### src/hw/rtl/lwkc_pkg.sv
// Shared types, sizes and keyword tables for the Lua word keyword classifier.
// Used by lwkc_scan, lwkc_match and lua_word_keyword_classifier.
// No dependencies.
package lwkc_pkg;

   // sizes
   localparam int MAX_WORD_LEN = 8;
   localparam int CHAR_W       = 8;
   localparam int WORD_W       = CHAR_W * MAX_WORD_LEN;
   localparam int LEN_W        = 16;
   localparam int KIND_W       = 5;
   localparam int KW_LEN_W     = 5;
   localparam int NUM_KW       = 22;
   localparam int CSR_ADDR_W   = 3;
   localparam int CSR_DATA_W   = 32;

   typedef logic [CHAR_W-1:0]   char_type;
   typedef logic [WORD_W-1:0]   word_type;
   typedef logic [LEN_W-1:0]    len_type;
   typedef logic [KIND_W-1:0]   kind_type;
   typedef logic [KW_LEN_W-1:0] kw_len_type;

   localparam len_type  LEN_MAX    = {LEN_W{1'b1}};
   localparam kind_type KIND_IDENT = '0;

   // character codes
   localparam char_type CHAR_LF    = 8'h0A;
   localparam char_type CHAR_US    = 8'h5F;
   localparam char_type CHAR_0     = 8'h30;
   localparam char_type CHAR_9     = 8'h39;
   localparam char_type CHAR_LO_A  = 8'h61;
   localparam char_type CHAR_LO_Z  = 8'h7A;
   localparam char_type CHAR_UP_A  = 8'h41;
   localparam char_type CHAR_UP_Z  = 8'h5A;

   // register index of the top-level disable flag
   localparam logic CSR_IDX_TOP_DISABLE = 1'b0;

   // Keyword text, right-aligned: last character in the low byte, zero padded.
   // The scanner shifts characters in at the low end, so a stored word
   // compares against these directly.
   localparam word_type KW_TEXT [NUM_KW] = '{
      "and", "break", "do", "else", "elseif", "end", "false", "for",
      "function", "goto", "if", "in", "local", "nil", "not", "or",
      "repeat", "return", "then", "true", "until", "while"
   };

   localparam kw_len_type KW_LEN [NUM_KW] = '{
      5'd3, 5'd5, 5'd2, 5'd4, 5'd6, 5'd3, 5'd5, 5'd3, 5'd8, 5'd4, 5'd2,
      5'd2, 5'd5, 5'd3, 5'd3, 5'd2, 5'd6, 5'd6, 5'd4, 5'd4, 5'd5, 5'd5
   };

   // top-level code per keyword, identifier code when it has none
   localparam kind_type KW_TOP [NUM_KW] = '{
      5'd0,  5'd0, 5'd29, 5'd0,  5'd0,  5'd0, 5'd0, 5'd26, 5'd27, 5'd28, 5'd23,
      5'd0,  5'd30, 5'd0, 5'd0,  5'd0,  5'd25, 5'd0, 5'd0, 5'd0,  5'd0,  5'd24
   };

   // a word leaving the scanner
   typedef struct packed {
      logic      close;
      word_type  word;
      len_type   len;
      logic      began_line;
   } word_info_type;

endpackage

### src/hw/rtl/lwkc_scan.sv
// Word scanner: tracks word, digit-run and line-start state per byte and
// reports a word when it closes. Depends on lwkc_pkg.
module lwkc_scan
   import lwkc_pkg::*;
(
   input  logic          clock,
   input  logic          reset,
   input  logic          advance,
   input  char_type      char_code,
   input  logic          end_of_input,
   output word_info_type word_out
);

   logic     in_word_ff, in_word_in;
   logic     in_digit_ff, in_digit_in;
   logic     began_ff, began_in;
   logic     at_line_ff, at_line_in;
   len_type  len_ff, len_in;
   word_type word_ff, word_in;

   logic     is_alpha, is_digit, is_ident;
   logic     add_char, start_word;
   len_type  len_add;
   word_type word_add;

   // classify the byte
   assign is_alpha = (char_code >= CHAR_LO_A && char_code <= CHAR_LO_Z) ||
                     (char_code >= CHAR_UP_A && char_code <= CHAR_UP_Z) ||
                     (char_code == CHAR_US);
   assign is_digit = (char_code >= CHAR_0 && char_code <= CHAR_9);
   assign is_ident = is_alpha || is_digit;

   // decide whether the byte joins or starts a word
   assign start_word = !in_word_ff && !in_digit_ff && is_alpha;
   assign add_char   = in_word_ff ? is_ident : start_word;

   // word and length after adding this byte
   always_comb begin
      if (start_word) begin
         word_add = word_type'(char_code);
         len_add  = len_type'(1);
      end else begin
         word_add = word_ff;
         if (len_ff < len_type'(MAX_WORD_LEN)) begin
            word_add = {word_ff[WORD_W-CHAR_W-1:0], char_code};
         end
         len_add = (len_ff == LEN_MAX) ? len_ff : len_ff + len_type'(1);
      end
   end

   // report a word closed by a non-word byte or by end of input
   always_comb begin
      word_out.close      = (in_word_ff && !is_ident) || (end_of_input && add_char);
      word_out.word       = add_char ? word_add : word_ff;
      word_out.len        = add_char ? len_add : len_ff;
      word_out.began_line = start_word ? at_line_ff : began_ff;
   end

   // next state
   always_comb begin
      in_word_in = add_char && !end_of_input;
      len_in     = in_word_in ? len_add : '0;
      word_in    = add_char ? word_add : word_ff;
      began_in   = start_word ? at_line_ff : began_ff;
      at_line_in = end_of_input || (char_code == CHAR_LF);
      if (end_of_input || in_word_ff) begin
         in_digit_in = 1'b0;
      end else if (in_digit_ff) begin
         in_digit_in = is_ident;
      end else begin
         in_digit_in = is_digit;
      end
   end

   // advance control state
   always_ff @(posedge clock) begin
      if (reset) begin
         in_word_ff  <= 1'b0;
         in_digit_ff <= 1'b0;
         began_ff    <= 1'b0;
         at_line_ff  <= 1'b1;
         len_ff      <= '0;
      end else if (advance) begin
         in_word_ff  <= in_word_in;
         in_digit_ff <= in_digit_in;
         began_ff    <= began_in;
         at_line_ff  <= at_line_in;
         len_ff      <= len_in;
      end
   end

   // hold stored characters
   always_ff @(posedge clock) begin
      if (advance) begin
         word_ff <= word_in;
      end
   end

endmodule

### src/hw/rtl/lwkc_match.sv
// Keyword matcher: compares a closed word against the keyword table and
// picks the token kind. Depends on lwkc_pkg.
module lwkc_match
   import lwkc_pkg::*;
(
   input  word_info_type word_in,
   input  logic          top_disable,
   output kind_type      token_kind
);

   // compare all keywords in parallel; keywords are distinct so at most one hits
   always_comb begin
      token_kind = KIND_IDENT;
      for (int k = 0; k < NUM_KW; k++) begin
         if (word_in.len == len_type'(KW_LEN[k]) && word_in.word == KW_TEXT[k]) begin
            if (KW_TOP[k] != KIND_IDENT && word_in.began_line && !top_disable) begin
               token_kind = KW_TOP[k];
            end else begin
               token_kind = kind_type'(k + 1);
            end
         end
      end
   end

endmodule

### src/hw/rtl/lua_word_keyword_classifier.sv
// Top level of the Lua word keyword classifier: input register, scanner,
// matcher, result register and control register port.
// Depends on lwkc_pkg, lwkc_scan and lwkc_match.
//
//   port group  direction  carries
//   req_*       in         one source byte and its end-of-input flag per transfer
//   rsp_*       out        token kind and word length of each closed word
//   csr_*       in/out     top-level keyword disable register (upper address bit 0)
//
// One byte is taken every cycle unless a waiting result stalls; the byte that
// closes a word passes through the input register and then the result register.
// Reset is synchronous and clears control state; the disable flag resets to 1.
// A result not taken stalls the scanner; the input register keeps one byte in
// flight so a new byte is taken in the same cycle the pending result leaves.
module lua_word_keyword_classifier
   import lwkc_pkg::*;
(
   input  logic                  clock,
   input  logic                  reset,
   input  logic                  req_valid,
   output logic                  req_ready,
   input  logic [7:0]            req_char_code,
   input  logic                  req_end_of_input,
   output logic                  rsp_valid,
   input  logic                  rsp_ready,
   output logic [KIND_W-1:0]     rsp_token_kind,
   output logic [LEN_W-1:0]      rsp_word_length,
   input  logic                  csr_psel,
   input  logic                  csr_penable,
   input  logic                  csr_pwrite,
   input  logic [CSR_ADDR_W-1:0] csr_paddr,
   input  logic [CSR_DATA_W-1:0] csr_pwdata,
   output logic [CSR_DATA_W-1:0] csr_prdata,
   output logic                  csr_pready
);

   logic          in_valid_ff;
   char_type      in_char_ff;
   logic          in_last_ff;
   logic          out_valid_ff;
   kind_type      out_kind_ff;
   len_type       out_len_ff;
   logic          top_disable_ff;
   logic          advance;
   logic          csr_hit;
   word_info_type word_info;
   kind_type      kind;

   // move a byte out of the input register when the result slot is free or its result is taken
   assign advance   = in_valid_ff && (!out_valid_ff || rsp_ready);
   assign req_ready = !in_valid_ff || advance;

   // input register
   always_ff @(posedge clock) begin
      if (reset) begin
         in_valid_ff <= 1'b0;
      end else if (req_ready) begin
         in_valid_ff <= req_valid;
      end
   end

   always_ff @(posedge clock) begin
      if (req_valid && req_ready) begin
         in_char_ff <= req_char_code;
         in_last_ff <= req_end_of_input;
      end
   end

   lwkc_scan u_scan (
      .clock        (clock),
      .reset        (reset),
      .advance      (advance),
      .char_code    (in_char_ff),
      .end_of_input (in_last_ff),
      .word_out     (word_info)
   );

   lwkc_match u_match (
      .word_in     (word_info),
      .top_disable (top_disable_ff),
      .token_kind  (kind)
   );

   // result register: load on a closed word, drop when taken
   always_ff @(posedge clock) begin
      if (reset) begin
         out_valid_ff <= 1'b0;
      end else if (advance && word_info.close) begin
         out_valid_ff <= 1'b1;
      end else if (rsp_ready) begin
         out_valid_ff <= 1'b0;
      end
   end

   always_ff @(posedge clock) begin
      if (advance && word_info.close) begin
         out_kind_ff <= kind;
         out_len_ff  <= word_info.len;
      end
   end

   assign rsp_valid       = out_valid_ff;
   assign rsp_token_kind  = out_kind_ff;
   assign rsp_word_length = out_len_ff;

   // control register port
   assign csr_hit    = (csr_paddr[CSR_ADDR_W-1] == CSR_IDX_TOP_DISABLE);
   assign csr_pready = 1'b1;

   always_ff @(posedge clock) begin
      if (reset) begin
         top_disable_ff <= 1'b1;
      end else if (csr_psel && csr_penable && csr_pwrite && csr_hit) begin
         top_disable_ff <= csr_pwdata[0];
      end
   end

   assign csr_prdata = csr_hit ? CSR_DATA_W'(top_disable_ff) : '0;

endmodule
### config.mk
export PLATFORM = sky130hd
export DESIGN_NAME = lua_word_keyword_classifier
export DESIGN_NICKNAME = d
export VERILOG_FILES = /design/src/hw/rtl/lwkc_pkg.sv /design/src/hw/rtl/lwkc_scan.sv /design/src/hw/rtl/lwkc_match.sv /design/src/hw/rtl/lua_word_keyword_classifier.sv
export SDC_FILE = /design/constraint.sdc
export NUM_CORES = 1
export LEC_CHECK = 0
export BUFFER_PORTS_ARGS = -buffer_cell sky130_fd_sc_hd__buf_2
export CAP_MARGIN = 20
export CORE_MARGIN = 2
export CORE_UTILIZATION = 46
export CTS_BUF_LIST = sky130_fd_sc_hd__clkbuf_8
export DETAILED_ROUTE_END_ITERATION = 7
export PLACE_DENSITY = 0.69
export SETUP_SLACK_MARGIN = 0.02
export SYNTH_ARGS = -nofsm -noshare
export SYNTH_HDL_FRONTEND = slang
export SYNTH_HIERARCHICAL = 1
export SYNTH_SLANG_ARGS = --single-unit
export TNS_END_PERCENT = 100
### constraint.sdc
create_clock -name clock -period 4.9 [get_ports clock]
set_input_delay 0 -clock clock [delete_from_list [all_inputs] [get_ports clock]]
set_output_delay 0 -clock clock [all_outputs]
set_load 0.005 [all_outputs]
==> summary.txt <==
Status
  • Status: completed

Floorplanning
  • Placeable Area: 16470 sq um
  • Io pins: between 100 and 150
  • # rows: 47
  • Die area: 17730 sq um
  • Die Height: between 100 and 150 um
  • Die X: 133.2 um
  • Initial cell density of the core: 0.4660

Global route
  • Number of global-route vias before repair: 6480
  • Tot GR Track Use: 0.2506
  • GR Layer Usage met2: 0.3808
  • Busiest grt layer: met2
  • Met3 usage in global routing: 0.06621
  • Overflow after GRT: 0
  • First-pass GRT wire length: 34690 um
  • Met1 GRT Util: 0.3494
  • Antenna violations before repair: 0
  • Largest net degree at the start of global routing: between 70 and 80

Synthesis
  • Cells after synthesis: 771
  • Post-synth EDFFs: 94
  • Syn avg cell area: around 10 sq um
  • #FFs+latches synth: about 120
  • Post-synthesis sequential area ratio: 0.4278
  • Synthesized area: 7674 sq um
  • Synth Warn #: 6
  • Post-synthesis cell type count: 86
  • Post-synth ARST share: 0
  • Ys flop type: edfxtp_1

CTS
  • CTS Buf Count: 17
  • Latest clock arrival within the worst-skew pair: 450 ps
  • Root Buffer: clkbuf_8
  • Clock transition at path regs: 70 ps
  • TritonCTS clock tree: yes
  • Htree depth: 4
  • TritonCTS Sinks: 117
  • Clock buffer depth: 2

STA
  • Final Cycle Share: 0.9655
  • Final TNS setup: 0 ps
  • Final Skew: between 10 and 15 ps
  • Endpoints failing setup: 0
  • Slew at the pin closest to its max-slew limit: roughly 980 ps
  • RSZ-0062 raised after global routing: false
  • Post-route minimum period: 4731 ps
  • Worst setup slack after layout: ~170 ps
  • Max Transition Viols Final: 0
  • FMAX: around 210 MHz
  • Slew headroom: 0.3442
  • Final Hold Fails: 0
  • Hold slack: approximately 240 ps

Power
  • Pwr Density: 270.5 nW/um^2
  • Worst vdd ir: between 150 and 200 uV
  • Leakage power: 3.510 nW
  • Tot Pwr: about 0.0025 W

Flow run
  • Max-cap viol count: 0

Placement
  • Post-Place Worst Slack: 117.4 ps
  • PortBufs: 41
  • Gpl congestion: 0.9841
  • DP HPWL: 15840 um

Critical path
  • Worst Path Required: 5100 ps
  • Crit-path max cell delay: between 500 and 600 ps
  • Slowest CP cell: or4_4
  • Worst path arrival time: 4930 ps
  • Crit path cell chain: buf_4, o21ai_0, and4_1, a21o_1, buf_4, o22ai_1, a22o_1, or4_4, or4_1, or4_4, o32ai_4, a21oi_2, a2111o_1
  • Worst-path maximum fanout: 15
  • Buf/Inv on CP: 2
  • Largest delay share family, worst path: simple AND/OR/NAND/NOR gates
  • Startpoint types: flop
  • Crit. End Element: flop
  • Setup CP Type: flop to flop

Routing
  • Final ANT Viol Nets: 0
  • Starting DRT DRC Count: 608
  • Vias per cell: around 6.0
  • Drt first pass iters: 6
  • Via count: just under 7000
  • DRC: 0
  • Drt wl/cell: ~19 um
  • Final WL: ~22000 um

Finish
  • Nets: 965
  • Area grow syn2layout: 19.99%
  • Commonest non-fill, non-tap cells in the layout: nand2_1, buf_4, edfxtp_1, mux2i_1, buf_2
  • Diodes inserted: 0
  • Commonest non-fill, non-tap cell in the layout: nand2_1
  • Share of cells above drive strength 1: 0.2430

Worst hold path
  • Hold Path Class: input pin to output port
## worst register-to-register path, delay by kind of cell, from the launching register on
family	cells	cell delay, ps
and+or+nand+nor	4	1940
buffers and inverters	2	430
AOI/OAI and AO/OA	7	1640
DFF	1	460
## final cells by class
| type | count | area, sq um |
|---|---|---|
| fill | 1526 | 7258 |
| sequential | 117 | 3283 |
| clock inverter | 12 | 137.6 |
| clock buffer | 20 | 275.3 |
| tap | 220 | 275.3 |
| multi-input combinational | 600 | 3959 |
| inverter | 11 | 41.29 |
| timing repair buffer | 166 | 1236 |
## logic make-up after synthesis
| family | count (synthesis) | share of synthesized area |
|---|---|---|
| compound gates | 122 | 0.1189 |
| simple gates | 382 | 0.2914 |
| other cells | 2 | 0.0009787 |
| flops | 117 | 0.4278 |
| buf+inv | 84 | 0.07663 |
| mux | 63 | 0.08267 |
| fa+ha+maj | 1 | 0.001630 |
## flip-flops by register name (all words and copies together), names as in the netlist
register,count
in_valid_ff,1
in_last_ff,1
top_disable_ff,1
u_scan/in_word_ff,1
u_scan/at_line_ff,1
u_scan/word_ff,64
u_scan/len_ff,16
u_scan/in_digit_ff,1
in_char_ff,8
rsp_word_length,16
rsp_token_kind,5
rsp_valid,1
u_scan/began_ff,1
## where the power goes
group          switching, W  leakage, nW  internal, W
Clock              0.000400        0.222     0.000535
Sequential        0.0000138         1.09      0.00112
Combinational      0.000247         2.20     0.000171
Total              0.000660         3.51      0.00183
## metal layers
metal / wire length [um] / vias to the layer above / share of wire
li1: - / 3214 / -
met1: 9898 / 3281 / 0.45
met2: 9542 / 332 / 0.44
met3: 1908 / 44 / 0.087
met4: 504 / 0 / 0.023
met5: 0 / - / 0
## synthesized netlist by cell type, types with 11 or more instances
cell | count | area share
edfxtp_1 | 94 | 0.37
o211ai_1 | 16 | 0.016
clkbuf_1 | 19 | 0.0093
o21ai_0 | 17 | 0.011
nand2_1 | 110 | 0.054
a31oi_1 | 16 | 0.013
nand4b_1 | 11 | 0.013
nor2b_1 | 17 | 0.014
dfxtp_1 | 23 | 0.060
nor4_1 | 24 | 0.020
nor3_1 | 21 | 0.014
nand3_1 | 34 | 0.022
nand4_1 | 27 | 0.022
mux2i_1 | 60 | 0.078
buf_4 | 35 | 0.034
nor2_1 | 41 | 0.020
inv_1 | 11 | 0.0054
a21oi_1 | 14 | 0.0091
## worst paths after layout
path,start,end,slack (ps),depth (start not counted)
setup reg to reg,in_char_ff[1]$_DFFE_PP_,rsp_token_kind[1]$_DFFE_PP_,170,13
setup / recovery,in_char_ff[1]$_DFFE_PP_,rsp_token_kind[1]$_DFFE_PP_,170,13
hold reg to reg,u_scan/began_ff$_SDFFE_PP0P_,u_scan/began_ff$_SDFFE_PP0P_,500,2
hold / removal,csr_paddr[2],csr_prdata[0],240,3
## stage by stage
step	instance area, sq um	instances	util
finish	9208	1146	0.5592
global route	9208	1146	0.5592
detailed placement	8542	1091	0.5188
global placement	8542	1091	0.5188
CTS	9125	1140	0.5542
floorplan	7786	801	-
## repair_timing
| item | 4_1_cts | 5_1_grt |
|---|---|---|
| hold buffers | 17 | 0 |
| endpoints found under the hold margin | 18 | 0 |
| endpoints found under the setup margin | 0 | 4 |
| buffers inserted | 0 | 6 |
| resized for setup | 0 | 8 |
(Power assumes the default switching activity.)
